==> config.mk <==
export PLATFORM = sky130hd
export DESIGN_NAME = polyphonic_voice_allocator_core
export DESIGN_NICKNAME = d
export VERILOG_FILES = /design/src/design/pva_pkg.sv /design/src/design/pva_ram.sv /design/src/design/polyphonic_voice_allocator_core.sv
export SDC_FILE = /design/constraint.sdc
export NUM_CORES = 1
export LEC_CHECK = 0
export ABC_AREA = 1
export BUFFER_PORTS_ARGS = -buffer_cell sky130_fd_sc_hd__buf_4
export CAP_MARGIN = 0
export CELL_PAD_IN_SITES_DETAIL_PLACEMENT = 1
export CELL_PAD_IN_SITES_GLOBAL_PLACEMENT = 2
export CORE_MARGIN = 8
export CORE_UTILIZATION = 40
export CTS_CLUSTER_DIAMETER = 60
export DETAILED_ROUTE_END_ITERATION = 12
export PLACE_DENSITY_LB_ADDON = 0.1
export SYNTH_ARGS = -nofsm -noshare
export SYNTH_HDL_FRONTEND = slang
export SYNTH_HIERARCHICAL = 1
export SYNTH_SLANG_ARGS = --single-unit
==> constraint.sdc <==
create_clock -name clk -period 3.7 [get_ports clk]
set_clock_uncertainty 0.1 [all_clocks]
set_input_delay 0.555 -clock clk [delete_from_list [all_inputs] [get_ports clk]]
set_output_delay 0.555 -clock clk [all_outputs]
set_load 0.005 [all_outputs]
==> src/design/pva_pkg.sv <==
// ---------------------------------------------------------------------------
// pva_pkg
// Shared types and constants of the polyphonic voice allocator.
// ---------------------------------------------------------------------------
package pva_pkg;

  localparam int unsigned VoicesDefault   = 16;
  localparam int unsigned ChannelsDefault = 16;

  localparam logic [1:0] CMD_NOTE_ON  = 2'd0;
  localparam logic [1:0] CMD_NOTE_OFF = 2'd1;
  localparam logic [1:0] CMD_END      = 2'd2;
  localparam logic [1:0] CMD_KILL     = 2'd3;

  localparam logic [2:0] ST_FREE     = 3'd0;
  localparam logic [2:0] ST_STOLEN   = 3'd1;
  localparam logic [2:0] ST_RELEASED = 3'd2;
  localparam logic [2:0] ST_NOMATCH  = 3'd3;
  localparam logic [2:0] ST_ENDED    = 3'd4;
  localparam logic [2:0] ST_KILLED   = 3'd5;

endpackage

==> src/design/pva_ram.sv <==
// ---------------------------------------------------------------------------
// pva_ram
// Generic single-port-write, single-port-read RAM with a registered read.
// ---------------------------------------------------------------------------
module pva_ram #(
  parameter int unsigned WIDTH = 8,
  parameter int unsigned DEPTH = 16
) (
  input  logic                     clk,
  input  logic                     we,
  input  logic [$clog2(DEPTH)-1:0] waddr,
  input  logic [WIDTH-1:0]         wdata,
  input  logic [$clog2(DEPTH)-1:0] raddr,
  output logic [WIDTH-1:0]         rdata
);

  logic [WIDTH-1:0] mem [DEPTH];

  always_ff @(posedge clk) begin
    if (we) begin
      mem[waddr] <= wdata;
    end
    rdata <= mem[raddr];
  end

endmodule

==> src/design/polyphonic_voice_allocator_core.sv <==
// ---------------------------------------------------------------------------
// polyphonic_voice_allocator_core
// Voice allocator with oldest-voice stealing, built around two small RAMs.
// ---------------------------------------------------------------------------
// A command transaction is taken at a rising edge where start is high and
// busy is low. The block then raises busy until it has produced exactly one
// result, which is shown on status, voice_id, voice_count, velocity_out and
// fixed_pitch_out for one cycle while done is high. The receiver cannot stall.
// Kill, an end of an inactive voice and a note-off with no voices go straight
// to the result. A note-on without stealing makes a priority pick over the
// active flags. A note-off searches the list from the newest entry; each entry
// costs one read of the age list followed by one read of the note/channel RAM.
// A steal takes the oldest entry as its victim, and an end searches for its
// voice, one entry per cycle once the first read is primed. Both then close the
// gap, which costs one read and one write per entry behind the dropped voice in
// the age RAM. The next command can be taken in the cycle that shows the result.
// Reset returns to idle with no voices; the RAMs are not cleared, and only
// entries below the count are used.
// ---------------------------------------------------------------------------
module polyphonic_voice_allocator_core #(
  parameter int unsigned VOICES   = pva_pkg::VoicesDefault,
  parameter int unsigned CHANNELS = pva_pkg::ChannelsDefault
) (
  input  logic       clk,
  input  logic       rst,
  input  logic       start,
  output logic       busy,
  input  logic [1:0] cmd,
  input  logic [6:0] note,
  input  logic [3:0] channel,
  input  logic [6:0] velocity,
  input  logic       fixed_pitch,
  input  logic [3:0] ended_voice,
  output logic       done,
  output logic [2:0] status,
  output logic [3:0] voice_id,
  output logic [4:0] voice_count,
  output logic [6:0] velocity_out,
  output logic       fixed_pitch_out
);

  localparam int unsigned VW = $clog2(VOICES);
  localparam int unsigned CW = $clog2(VOICES + 1);

  // One-hot sequencer states.
  typedef enum logic [7:0] {
    S_IDLE  = 8'b0000_0001,
    S_OFFA  = 8'b0000_0010, // age list entry read is in flight
    S_OFFB  = 8'b0000_0100, // note/channel read is in flight
    S_FIND  = 8'b0000_1000, // search the age list for the victim
    S_SHIFT = 8'b0001_0000, // read next entry for the gap closing
    S_SHWR  = 8'b0010_0000, // write the shifted entry one place down
    S_APP   = 8'b0100_0000, // append or finish
    S_OUT   = 8'b1000_0000
  } state_t;

  state_t state;

  // Command registers.
  logic [1:0]    cmd_r;
  logic [6:0]    note_r;
  logic [3:0]    chan_r;
  logic [6:0]    vel_r;
  logic          fix_r;
  logic [VW-1:0] victim;     // voice being dropped or started
  logic [CW-1:0] idx;        // list position being looked at
  logic [CW-1:0] count;
  logic [VOICES-1:0] active;
  logic [VOICES-1:0] held;

  logic [2:0]    st_r;
  logic [3:0]    vid_r;

  // Voice number read from the age list, held for the note/channel compare.
  logic [VW-1:0] age_rdata_q;

  // Age list RAM.
  logic          age_we;
  logic [VW-1:0] age_waddr, age_raddr, age_rdata, age_wdata;
  // Note/channel RAM, indexed by voice.
  logic          nc_we;
  logic [VW-1:0] nc_raddr;
  logic [10:0]   nc_rdata;

  pva_ram #(.WIDTH(VW), .DEPTH(VOICES)) u_age (
    .clk(clk), .we(age_we), .waddr(age_waddr), .wdata(age_wdata),
    .raddr(age_raddr), .rdata(age_rdata)
  );

  pva_ram #(.WIDTH(11), .DEPTH(VOICES)) u_nc (
    .clk(clk), .we(nc_we), .waddr(victim), .wdata({note_r, chan_r}),
    .raddr(nc_raddr), .rdata(nc_rdata)
  );

  // Lowest free voice.
  logic [VW-1:0] free_v;
  always_comb begin
    free_v = '0;
    for (int i = VOICES - 1; i >= 0; i--) begin
      if (!active[i]) begin
        free_v = VW'(i);
      end
    end
  end

  logic [VW-1:0] end_v;
  logic          end_ok;
  assign end_v  = VW'(ended_voice);
  assign end_ok = (VOICES > 32'(ended_voice)) && active[end_v];

  assign busy = (state != S_IDLE);

  always_comb begin
    age_we     = 1'b0;
    age_waddr  = idx[VW-1:0];
    age_wdata  = age_rdata;
    age_raddr  = idx[VW-1:0];
    nc_we      = 1'b0;
    nc_raddr   = age_rdata;
    case (state)
      S_IDLE: begin
        // A note-off starts at the newest entry, every other command at the oldest.
        if (cmd == pva_pkg::CMD_NOTE_OFF) begin
          age_raddr = VW'(count - CW'(1));
        end else begin
          age_raddr = '0;
        end
      end
      S_OFFB: begin
        age_raddr = VW'(idx - CW'(1));
      end
      S_SHWR: begin
        age_we    = 1'b1;
        age_waddr = VW'(idx - CW'(1));
        age_raddr = idx[VW-1:0];
      end
      S_APP: begin
        age_we    = (cmd_r == pva_pkg::CMD_NOTE_ON);
        age_waddr = count[VW-1:0];
        age_wdata = victim;
        nc_we     = (cmd_r == pva_pkg::CMD_NOTE_ON);
      end
      default: begin
      end
    endcase
  end

  always_ff @(posedge clk) begin
    if (rst) begin
      state  <= S_IDLE;
      active <= '0;
      held   <= '0;
      count  <= '0;
      done   <= 1'b0;
    end else begin
      done <= 1'b0;
      case (state)
        S_IDLE: begin
          if (start) begin
            cmd_r  <= cmd;
            note_r <= note;
            chan_r <= channel;
            vel_r  <= velocity;
            fix_r  <= fixed_pitch;
            st_r   <= pva_pkg::ST_NOMATCH;
            vid_r  <= '0;
            case (cmd)
              pva_pkg::CMD_NOTE_ON: begin
                if ({1'b0, channel} >= 5'(CHANNELS)) begin
                  state <= S_OUT;
                end else if (count == CW'(VOICES)) begin
                  st_r  <= pva_pkg::ST_STOLEN;
                  idx   <= CW'(1);
                  state <= S_FIND;  // entry 0 read is in flight
                end else begin
                  st_r   <= pva_pkg::ST_FREE;
                  victim <= free_v;
                  state  <= S_APP;
                end
              end
              pva_pkg::CMD_NOTE_OFF: begin
                if (count == '0) begin
                  state <= S_OUT;
                end else begin
                  idx   <= count - CW'(1);
                  state <= S_OFFA;
                end
              end
              pva_pkg::CMD_END: begin
                vid_r <= ended_voice;
                if (end_ok) begin
                  st_r   <= pva_pkg::ST_ENDED;
                  victim <= end_v;
                  idx    <= '0;
                  state  <= S_FIND;
                end else begin
                  state <= S_OUT;
                end
              end
              default: begin
                active <= '0;
                held   <= '0;
                count  <= '0;
                st_r   <= pva_pkg::ST_KILLED;
                state  <= S_OUT;
              end
            endcase
          end
        end
        S_OFFA: state <= S_OFFB;
        S_OFFB: begin
          if (nc_rdata == {note_r, chan_r}) begin
            held[age_rdata_q] <= 1'b0;
            st_r  <= pva_pkg::ST_RELEASED;
            vid_r <= 4'(age_rdata_q);
            state <= S_OUT;
          end else if (idx == '0) begin
            state <= S_OUT;
          end else begin
            idx   <= idx - CW'(1);
            state <= S_OFFA;
          end
        end
        S_FIND: begin
          if (cmd_r == pva_pkg::CMD_NOTE_ON) begin
            // Steal: the oldest entry is the victim; the gap is at 0.
            victim           <= age_rdata;
            active[age_rdata] <= 1'b0;
            held[age_rdata]   <= 1'b0;
            idx              <= CW'(1);
            state            <= S_SHIFT;
          end else if (idx == '0) begin
            idx   <= CW'(1);   // wait for entry 0 data
            state <= S_FIND;
            cmd_r <= pva_pkg::CMD_KILL; // changes nothing: cmd_r is not a note-on either way
          end else if (age_rdata == victim) begin
            active[victim] <= 1'b0;
            held[victim]   <= 1'b0;
            state          <= S_SHIFT;
          end else begin
            idx <= idx + CW'(1);
          end
        end
        S_SHIFT: begin
          if (idx >= count) begin
            count <= count - CW'(1);
            state <= S_APP;
          end else begin
            state <= S_SHWR;
          end
        end
        S_SHWR: begin
          idx   <= idx + CW'(1);
          state <= S_SHIFT;
        end
        S_APP: begin
          if (st_r == pva_pkg::ST_FREE || st_r == pva_pkg::ST_STOLEN) begin
            active[victim] <= 1'b1;
            held[victim]   <= 1'b1;
            count          <= count + CW'(1);
            vid_r          <= 4'(victim);
          end
          state <= S_OUT;
        end
        S_OUT: begin
          done  <= 1'b1;
          state <= S_IDLE;
        end
        default: state <= S_IDLE;
      endcase
    end
  end

  always_ff @(posedge clk) begin
    if (state == S_OFFA) begin
      age_rdata_q <= age_rdata;
    end
  end

  logic started;
  assign started = (st_r == pva_pkg::ST_FREE) || (st_r == pva_pkg::ST_STOLEN);

  assign status          = st_r;
  assign voice_id        = vid_r;
  assign voice_count     = 5'(count);
  assign velocity_out    = started ? vel_r : '0;
  assign fixed_pitch_out = started & fix_r;

endmodule

Yosys cells after proc, flatten, opt, wreduce, memory -nomap -nowiden

Memories as Yosys holds them, arrays and structs flattened. A register that Yosys moved wholly into a read port is not among the register bits.
Index checks and enable logic that the tools add are counted.

Bits in registers: 71
RAM bits: 240
Input bits: 28
Output and inout bits: 22
Logic and storage cells: 182
Memories: 2

Memories:

| name      | depth | width | rd ports | clocked after Yosys merged registers in | write ports | line          | text |
|---|---|---|---|---|---|---|---|
| u_nc.mem  | 16    | 11    | 1        | 1                                       | 1           | pva_ram.sv:17 | `logic [WIDTH-1:0] mem [DEPTH];` |
| u_age.mem | 16    | 4     | 1        | 1                                       | 1           | pva_ram.sv:17 |  |

Add/sub/neg operators: 4
$lt $le $gt $ge: 6
Eq/ne operators: 35
Mux-type cells: 90
Bitwise gates (word level): 7
Reduce and logical (&&, ||, !) cells: 24

Operators with widths:

| cell                  | count |
|---|---|
| $mux W4               | 26 |
| $mux W16              | 6 |
| $mux W5               | 13 |
| $mux W8               | 8 |
| $pmux W8 S7           | 1 |
| $pmux W16 S3          | 1 |
| $and A16 B16 Y16      | 2 |
| $not A16 Y16          | 2 |
| $pmux W4 S2           | 4 |
| $pmux W5 S3           | 2 |
| $pmux W8 S3           | 1 |
| $mux W7               | 3 |
| $ne A2 B2 Y1 const B  | 10 |
| $pmux W5 S4           | 1 |
| $ne A3 B3 Y1 const B  | 6 |
| $or A16 B16 Y16       | 1 |
| $lt A4 B5 Y1 const B  | 3 |
| $reduce_and A5 Y1     | 3 |
| $pmux W4 S3           | 1 |
| $eq A11 B11 Y1        | 1 |
| $add A5 B1 Y5 const B | 2 |
| $logic_not A5 Y1      | 2 |
| $mux W1               | 10 |
| $reduce_and A10 Y1    | 1 |
| other kinds (43)      | 56 |

Logic depth before layout (Yosys ltp)

Gate-level depths: netlist of the first run.

Word-level depth: 20
Mapped depth: 17
Depth with buffers taken out: 17

Hierarchy

The synthesis of the first run kept the hierarchy.

Modules (own cells, without submodules):

| module                          | times used | cells each | area each (µm²) | seq. area each (µm²) |
|---|---|---|---|---|
| pva_ram at u_nc                 | 1          | 747        | 7848.8          | 5505.3 |
| polyphonic_voice_allocator_core | 1          | 622        | 4889.7          | 1831.8 |
| pva_ram at u_age                | 1          | 290        | 2966.6          | 2001.9 |

Least setup slack after synthesis of the first run

OpenSTA, ideal clock, no wires.

Path kind: flip-flop to flip-flop
Start point: register state[4]
End point: register chan_r[0] (enable)
Data arrival time: 2.390 ns
Path slack: 0.791 ns
Cell stages (with the launch flop): 6
Buffers on the path: 0
Clock period less this slack: 2.909 ns
Cells stage by stage: dfxtp_1 nor2_4 nand2_4 nor4_4 inv_2 nor3_1

Longest elaborated chain between the ends: 2

Ends and longest elaborated chain:

| element                            | line                                   | text |
|---|---|---|
| start, declared                    | polyphonic_voice_allocator_core.sv:57  | `state_t state;` |
| start signal, assigned             | polyphonic_voice_allocator_core.sv:150 | `state <= S_IDLE;` |
| start signal, assigned             | polyphonic_voice_allocator_core.sv:170 | `state <= S_OUT;` |
| start signal, assigned             | polyphonic_voice_allocator_core.sv:174 | `state <= S_FIND;` |
| $eq A8 B1 Y1                       | polyphonic_voice_allocator_core.sv:157 | `case (state)` |
| $reduce_and A3 Y1 (no source line) | -                                      |  |
| end signal, assigned               | polyphonic_voice_allocator_core.sv:162 | `chan_r <= channel;` |
| end, declared                      | polyphonic_voice_allocator_core.sv:62  | `logic [3:0] chan_r;` |

Every way passes these cells.
A chain may end at the register's enable or synchronous reset.

Worst setup path in the final report of the first run

Start point: register state[4]
End point: register u_age.rdata[2] (read register of u_age.mem)

Longest elaborated chain between the ends: 2
Elaborated cells between the ends (all ways): 3

Ends and longest elaborated chain:

| element                                      | line                                   | text |
|---|---|---|
| $eq A8 B3 Y1 or $eq A8 B1 Y1 (tied branches) | polyphonic_voice_allocator_core.sv:120 | `case (state)` |
| $pmux W4 S2 (*)                              | polyphonic_voice_allocator_core.sv:120 |  |
| net age_raddr[0]                             | polyphonic_voice_allocator_core.sv:79  | `logic [VW-1:0] age_waddr, age_raddr, age_rdata, age_wdata;` |
| end, declared                                | pva_ram.sv:14                          | `output logic [WIDTH-1:0] rdata` |

Mark *: on every way through the listed nets, which the timed path passes. The rest lies on a longest branch.

==> results of run 1 <==
==> cell families (layout without fill, tap and decap cells) <==
logic type                 after synthesis  count (layout)  share of synthesized area
and+or+nand+nor                        823             823                      0.233
buffers and inverters                  351             448                     0.0955
DFF                                    326             326                      0.595
AOI/OAI and AO/OA                      124             124                     0.0540
xor gates and xnor gates                22              22                     0.0123
adders and majority gates               13              13                     0.0104
==> cell usage in the layout, fill, tap and decap left out, types with 6 or more instances in the layout <==
| master | netlist | final |
|---|---|---|
| dfxtp_1 | 45 | 43 |
| edfxtp_1 | 281 | 281 |
| xor2_1 | 14 | 14 |
| nor2_1 | 88 | 88 |
| clkbuf_16 | 0 | 40 |
| o22ai_1 | 10 | 10 |
| inv_2 | 6 | 6 |
| o21ai_0 | 38 | 34 |
| nand2_1 | 429 | 429 |
| nor3_2 | 8 | 9 |
| nand4_1 | 8 | 8 |
| a211oi_2 | 15 | 15 |
| a21oi_1 | 27 | 27 |
| nor2_2 | 9 | 9 |
| buf_4 | 7 | 92 |
| nand3_1 | 232 | 232 |
| inv_1 | 277 | 277 |
| clkbuf_1 | 19 | 11 |
| o221ai_1 | 8 | 8 |
| nor3_1 | 22 | 21 |
| o211ai_1 | 7 | 7 |
| xnor2_1 | 8 | 8 |
| ha_1 | 13 | 13 |
==> final timing paths <==
| path | start | to | slack, ns | depth (start not counted) |
|---|---|---|---|---|
| setup / recovery | state[4] | u_age/rdata[2] | 0.77 | 12 |
| hold / removal | note[2] | note_r[2] | 0.08 | 1 |
| setup reg to reg | state[4] | u_age/rdata[2] | 0.77 | 12 |
| hold reg to reg | active[0] | active[0] | 0.44 | 2 |
==> final cells by class <==
| class | instances | area, um2 | share of cell area |
|---|---|---|---|
| repair buffers | 92 | 691 | 0.0387 |
| well taps | 518 | 648 | 0.0363 |
| multi-input cells | 982 | 4880 | 0.273 |
| clock inverters | 15 | 120 | 0.00672 |
| flip-flops and latches | 326 | 9340 | 0.523 |
| clock buffers | 55 | 1100 | 0.0614 |
| inverters | 286 | 1080 | 0.0606 |
==> through the flow <==
step	cell area, um2	std cells	power, W	hold WS, ns
6_report	17900	2274	0.0126	0.0782
5_1_grt	17900	2274	0.0134	0.0476
4_1_cts	17900	2274	0.0128	0.0383
3_5_place_dp	16600	2204	0.00916	0.440
3_3_place_gp	16600	2204	0.00911	0.424
2_1_floorplan	15700	1659	0.00783	0.380
==> cell usage after synthesis, types with 2 or more instances <==
cell type / number / area share
a22oi_1: 3 / 0.0014
nand2_1: 429 / 0.10
nand3_1: 232 / 0.074
a21oi_1: 27 / 0.0086
xor2_1: 14 / 0.0078
edfxtp_1: 281 / 0.54
buf_2: 24 / 0.0076
nor3_2: 8 / 0.0051
nand2_4: 2 / 0.0014
buf_4: 7 / 0.0033
nand3_2: 2 / 0.0013
inv_1: 277 / 0.066
inv_4: 2 / 0.00080
buf_6: 9 / 0.0065
o211ai_1: 7 / 0.0033
o221ai_1: 8 / 0.0045
o22ai_1: 10 / 0.0040
nor4_4: 3 / 0.0041
o21ai_0: 38 / 0.012
nor2_2: 9 / 0.0036
nor2_4: 3 / 0.0022
inv_2: 6 / 0.0014
xnor2_1: 8 / 0.0045
nor4_1: 4 / 0.0016
a211oi_1: 2 / 0.00096
nand2_2: 3 / 0.0012
buf_12: 3 / 0.0038
buf_1: 3 / 0.00072
dfxtp_1: 45 / 0.057
a31oi_1: 4 / 0.0016
nand3b_1: 5 / 0.0024
or2_2: 3 / 0.0012
clkbuf_1: 19 / 0.0045
nor2_1: 88 / 0.021
nand4_1: 8 / 0.0032
o21a_1: 2 / 0.00096
ha_1: 13 / 0.010
nor3_1: 22 / 0.0070
a211oi_2: 15 / 0.012
==> power breakdown <==
part / switching [W] / internal, W
sequential: 0.000320 / 0.00446
combinational: 0.00300 / 0.00126
clock: 0.00147 / 0.00214
total: 0.00479 / 0.00786
==> metal layers <==
metal,vias up,global-route usage
li1,5608,-
met1,5739,0.244
met2,141,0.339
met3,63,0.0278
met4,0,0.0551
met5,-,0
==> registers in the layout (all words and copies together) (netlist names), 5 cells and up <==
register / flops
voice_count: 5
active: 16
u_nc/mem: 176
state: 8
note_r: 7
idx: 5
u_nc/rdata: 11
u_age/mem: 64
vel_r: 7
==> impl_metrics.toml, run 1 <==
[clocking]
post_cts_buffers = 0
tritoncts = "yes"
htree_num_levels = 2
clock-sinks = 326
clock_latency_ns = 0.55
clk_pin_slew_ns = 0.06
cts_hold_buf = 0
cts-root-buf = "clkbuf_16"
cts_buffers = 39
cts_repair_resize_count = 0
clockBufferDepth = 3

[finish]
area_growth_pct = 13.8
nets = 1768
fill_cells = 4434
diodes = 0
drive_gt1_frac = 0.121
fin_util = 0.461

[sta]
timing.final.ws_setup_ns = 0.771
setup-tns-final_ns = 0
drv_slew = 0
layout_min_cycle_time_ns = 2.93
worst_pin_slew_ns = 1.05
rsz0062_at_grt = "no"
fin_crit_sh = 0.792
finalHoldViolCount = 0
fmax_ghz = 0.341
setup-violations-final = 0
max-slew-margin-rel = 0.297

[worst_setup_path]
cp_top_family = "simple AND/OR/NAND/NOR gates"
critical_path.cell_chain = "nor2_4 -> nand2_4 -> nor4_4 -> inv_2 -> nor3_1 -> a211o_1 -> buf_4 -> nand2_1 -> nand3_1 -> nand3_1 -> nand3_1 -> nand2_1"
critPathKind = "reg -> reg"
worstPathRequired_ns = 4.03
max_stage_delay_ns = 0.50
crit_path_frequent_cell = "nand3_1"
worstPathMaxFanout = 21
worstPathArrival_ns = 3.26
crit_path_end_kind = "flip-flop"
crit_slowest_cell = "a211o_1"
critPathLaunchType = "flip-flop"
path_buf_inv = 2

[synth]
syn-cell-area_mm2 = 0.0157
ys_ff_latch = 326
yosysSeqAreaShare = 0.595
yosysWarnings = 6
synthFlopType = "edfxtp_1"
synth_cell_types = 50
synth_edf_count = 281
synth_cells = 1659
syn_nets = 1700
synthArstFlopShare = 0
avgSynthCellArea_um2 = 9.47

[placement]
post-dp-hpwl_um = 30100
pre_cts_ws_ns = 0.757
gp_congestion = 0.868
io_buffers = 49

[die]
die_area_mm2 = 0.0459
die_h_um = 214
dieWidth_um = 214
initial_core_util = 0.405
rows = 72
core_mm2 = 0.0387
io_pins = 50

[power]
leakagePower_nw = 7.47
power.density_mw_per_mm2 = 708
ir_drop_uv = 446

[global_route]
grt_start_max_net_pins = 89
grt_pass1_wl_um = 69800
track_usage = 0.193
grt_pass1_vias = 12248
overflow = 0
antenna_found_initial = 0

[worst_hold_path]
hp-class = "in -> reg"

[routing]
antenna_left = 0
drc = 0
maxUsedRoutingLayer = "met4"
routed-wl-met3_um = 1150
met2_length_um = 22500
vias = 11551
drtIter0Drc = 567
via_per_inst = 5.08
firstDrtPassIters = 4
post_drt_wl_per_cell_um = 19.6
wl_met1_um = 19800
finalWirelength_um = 44500

[flow_run]
max_cap_violations = 0

[run_status]
outcome = "finished, final reports clean"
(Power assumes the default switching activity.)
==> inputs of run 2 (changes only) <==
clock period = 2.8 ns   (was 3.7 ns; I/O delays follow)
==> run 2 against run 1 <==
  * Die area stayed put
  * Count of clock-buffer cells in the layout is 2 lower
  * Core utilization is 1.6 points higher
  * Sequential cell count stayed put
  * Combinational power is 40% higher
  * Worst hold slack better by 0.026 ns
  * First-iteration DRC count is 7.4% higher
  * Critical endpoint is now u_age/mem[6][0]
  * Largest cell class unchanged
==> impl_metrics.toml, run 2 (synthesis results as in run 1) <==
[run_status]
outcome = "finished, final reports clean"

[sta]
rsz0062_at_grt = "yes"
setup-tns-final_ns = 0
setup-violations-final = 0
layout_min_cycle_time_ns = 2.63
worst_pin_slew_ns = 0.593
fin_crit_sh = 0.938
timing.hold.ws_ns = 0.104
drv_slew = 0
fmax_ghz = 0.381
timing.final.ws_setup_ns = 0.173
max-slew-margin-rel = 0.605
finalHoldViolCount = 0

[global_route]
grt_most_used_layer = "met2"
antenna_found_initial = 0
grt_pass1_wl_um = 71600
use_met3 = 0.0268
grtUsageMet2 = 0.345
track_usage = 0.198
grt_pass1_vias = 12482
use_met1 = 0.247
grt_start_max_net_pins = 89
overflow = 0

[power]
switchingPower_w = 0.00648
total_power_w = 0.0175
ir_drop_uv = 610
power.share.switching = 0.371
leakagePower_nw = 7.77
seqPwrFrac = 0.359
power.internal_w = 0.0110
clkPwrFrac = 0.300
pwr-share-comb = 0.341
power.density_mw_per_mm2 = 946

[worst_setup_path]
worstPathMaxFanout = 4
critPathLaunchType = "flip-flop"
endpoint = "u_age/mem[6][0]"
cp-startpoint = "state[2]"
cp_top_family = "simple AND/OR/NAND/NOR gates"
max_stage_delay_ns = 0.38
worstPathArrival_ns = 2.74
crit_slowest_cell = "nor2_1"
path_buf_inv = 3
critical_path.cell_chain = "inv_1 -> nand2_2 -> nor2_2 -> inv_1 -> nor4_4 -> nor2_1 -> a221o_1 -> inv_1 -> nand2_1 -> nor2_1"
r2r-end = "u_age/mem[6][0]"
crit_path_end_kind = "flip-flop"
crit_path_frequent_cell = "inv_1"
worstPathRequired_ns = 2.91
rrSetupSlack_ns = 0.17
r2r-start = "state[2]"
r2r_cells = 10
crit_cells = 10
critPathKind = "reg -> reg"

[routing]
drc = 0
antenna_left = 0
post_drt_wl_per_cell_um = 19.7
via_per_inst = 5.04
vias = 11722
finalWirelength_um = 45900
drtIter0Drc = 609
firstDrtPassIters = 4

[finish]
drive_gt1_frac = 0.138
regMostFlops = "u_nc/mem"
largest_reg_flops = 176
diodes = 0
area_growth_pct = 17.7
layout_commonest_cell = "nand2_1"
reg.largest.list = "u_nc/mem x176, u_age/mem x64, active x16"
nets = 1816
postLayoutCellArea_mm2 = 0.0185
mostFrequentLayoutCells = "nand2_1 (429), edfxtp_1 (281), inv_1 (277)"

[flow_run]
max_cap_violations = 0

[clocking]
post_cts_buffers = 0
cts_buffers = 41
clk_pin_slew_ns = 0.05
clock-sinks = 326
cts-root-buf = "clkbuf_16"
clockBufferDepth = 3
htree_num_levels = 2
clock_latency_ns = 0.56
tritoncts = "yes"

[die]
dieWidth_um = 214
rows = 72
io_pins = 50
initial_core_util = 0.405
die_area_mm2 = 0.0459
die_h_um = 214
core_mm2 = 0.0387

[placement]
post-dp-hpwl_um = 30700
gp_congestion = 0.813
io_buffers = 49
pre_cts_ws_ns = 0.137
dpl-instance-area_mm2 = 0.0169

[worst_hold_path]
hp-class = "in -> reg"
## run 2: power groups by stage
stage          clock (W)  combinational, W  sequential [W]
6_report         0.00525           0.00596         0.00627
5_1_grt          0.00553           0.00663         0.00632
4_1_cts          0.00538           0.00607         0.00628
3_5_place_dp           0           0.00601         0.00638
3_3_place_gp           0           0.00594         0.00637
2_1_floorplan          0           0.00408         0.00627
## run 2: metal layers
layer,wire length (um),part of all wire,vias to the layer above
li1,-,-,5707
met3,1360,0.030,71
met1,20300,0.44,5769
met4,1450,0.032,0
met2,22700,0.50,175
met5,0,0,-
## run 2: layout make-up
cell class                 count  area [um2]
tap                          518         648
sequential                   326        9340
timing repair buffer         138        1160
clock buffer                  53        1150
fill                        4394       20300
inverter                     286        1080
clock inverter                22         204
multi-input combinational    982        4890
## run 2: tightest hold or removal path, delay by kind of cell
kind	cells	cell delay [ns]
buffers and inverters	2	0.15
and+or+nand+nor	1	0.07
## run 2: how the worst min path moves through the flow
stage                               from          end  slack [ns]  cells after the start
after floorplan                 state[6]         done        0.38                      1
after global placement         active[1]    active[1]        0.43                      2
after detailed placement  age_rdata_q[0]  voice_id[0]        0.44                      2
after CTS                         cmd[1]     cmd_r[1]        0.07                      3
after global routing              cmd[1]     cmd_r[1]        0.09                      3
final                             cmd[1]     cmd_r[1]        0.10                      3
## run 2: through the flow
step                      cells   util
after global routing       2325  0.477
after detailed placement   2231  0.437
after floorplan            1659      -
final                      2325  0.477
after global placement     2231  0.437
after CTS                  2325  0.477
## run 2: what timing repair did
action | in CTS | in global routing
hold endpoints to repair | 19 | 0
gates resized for setup | 0 | 6
endpoints found under the setup margin | 0 | 28
hold buffers | 19 | 0
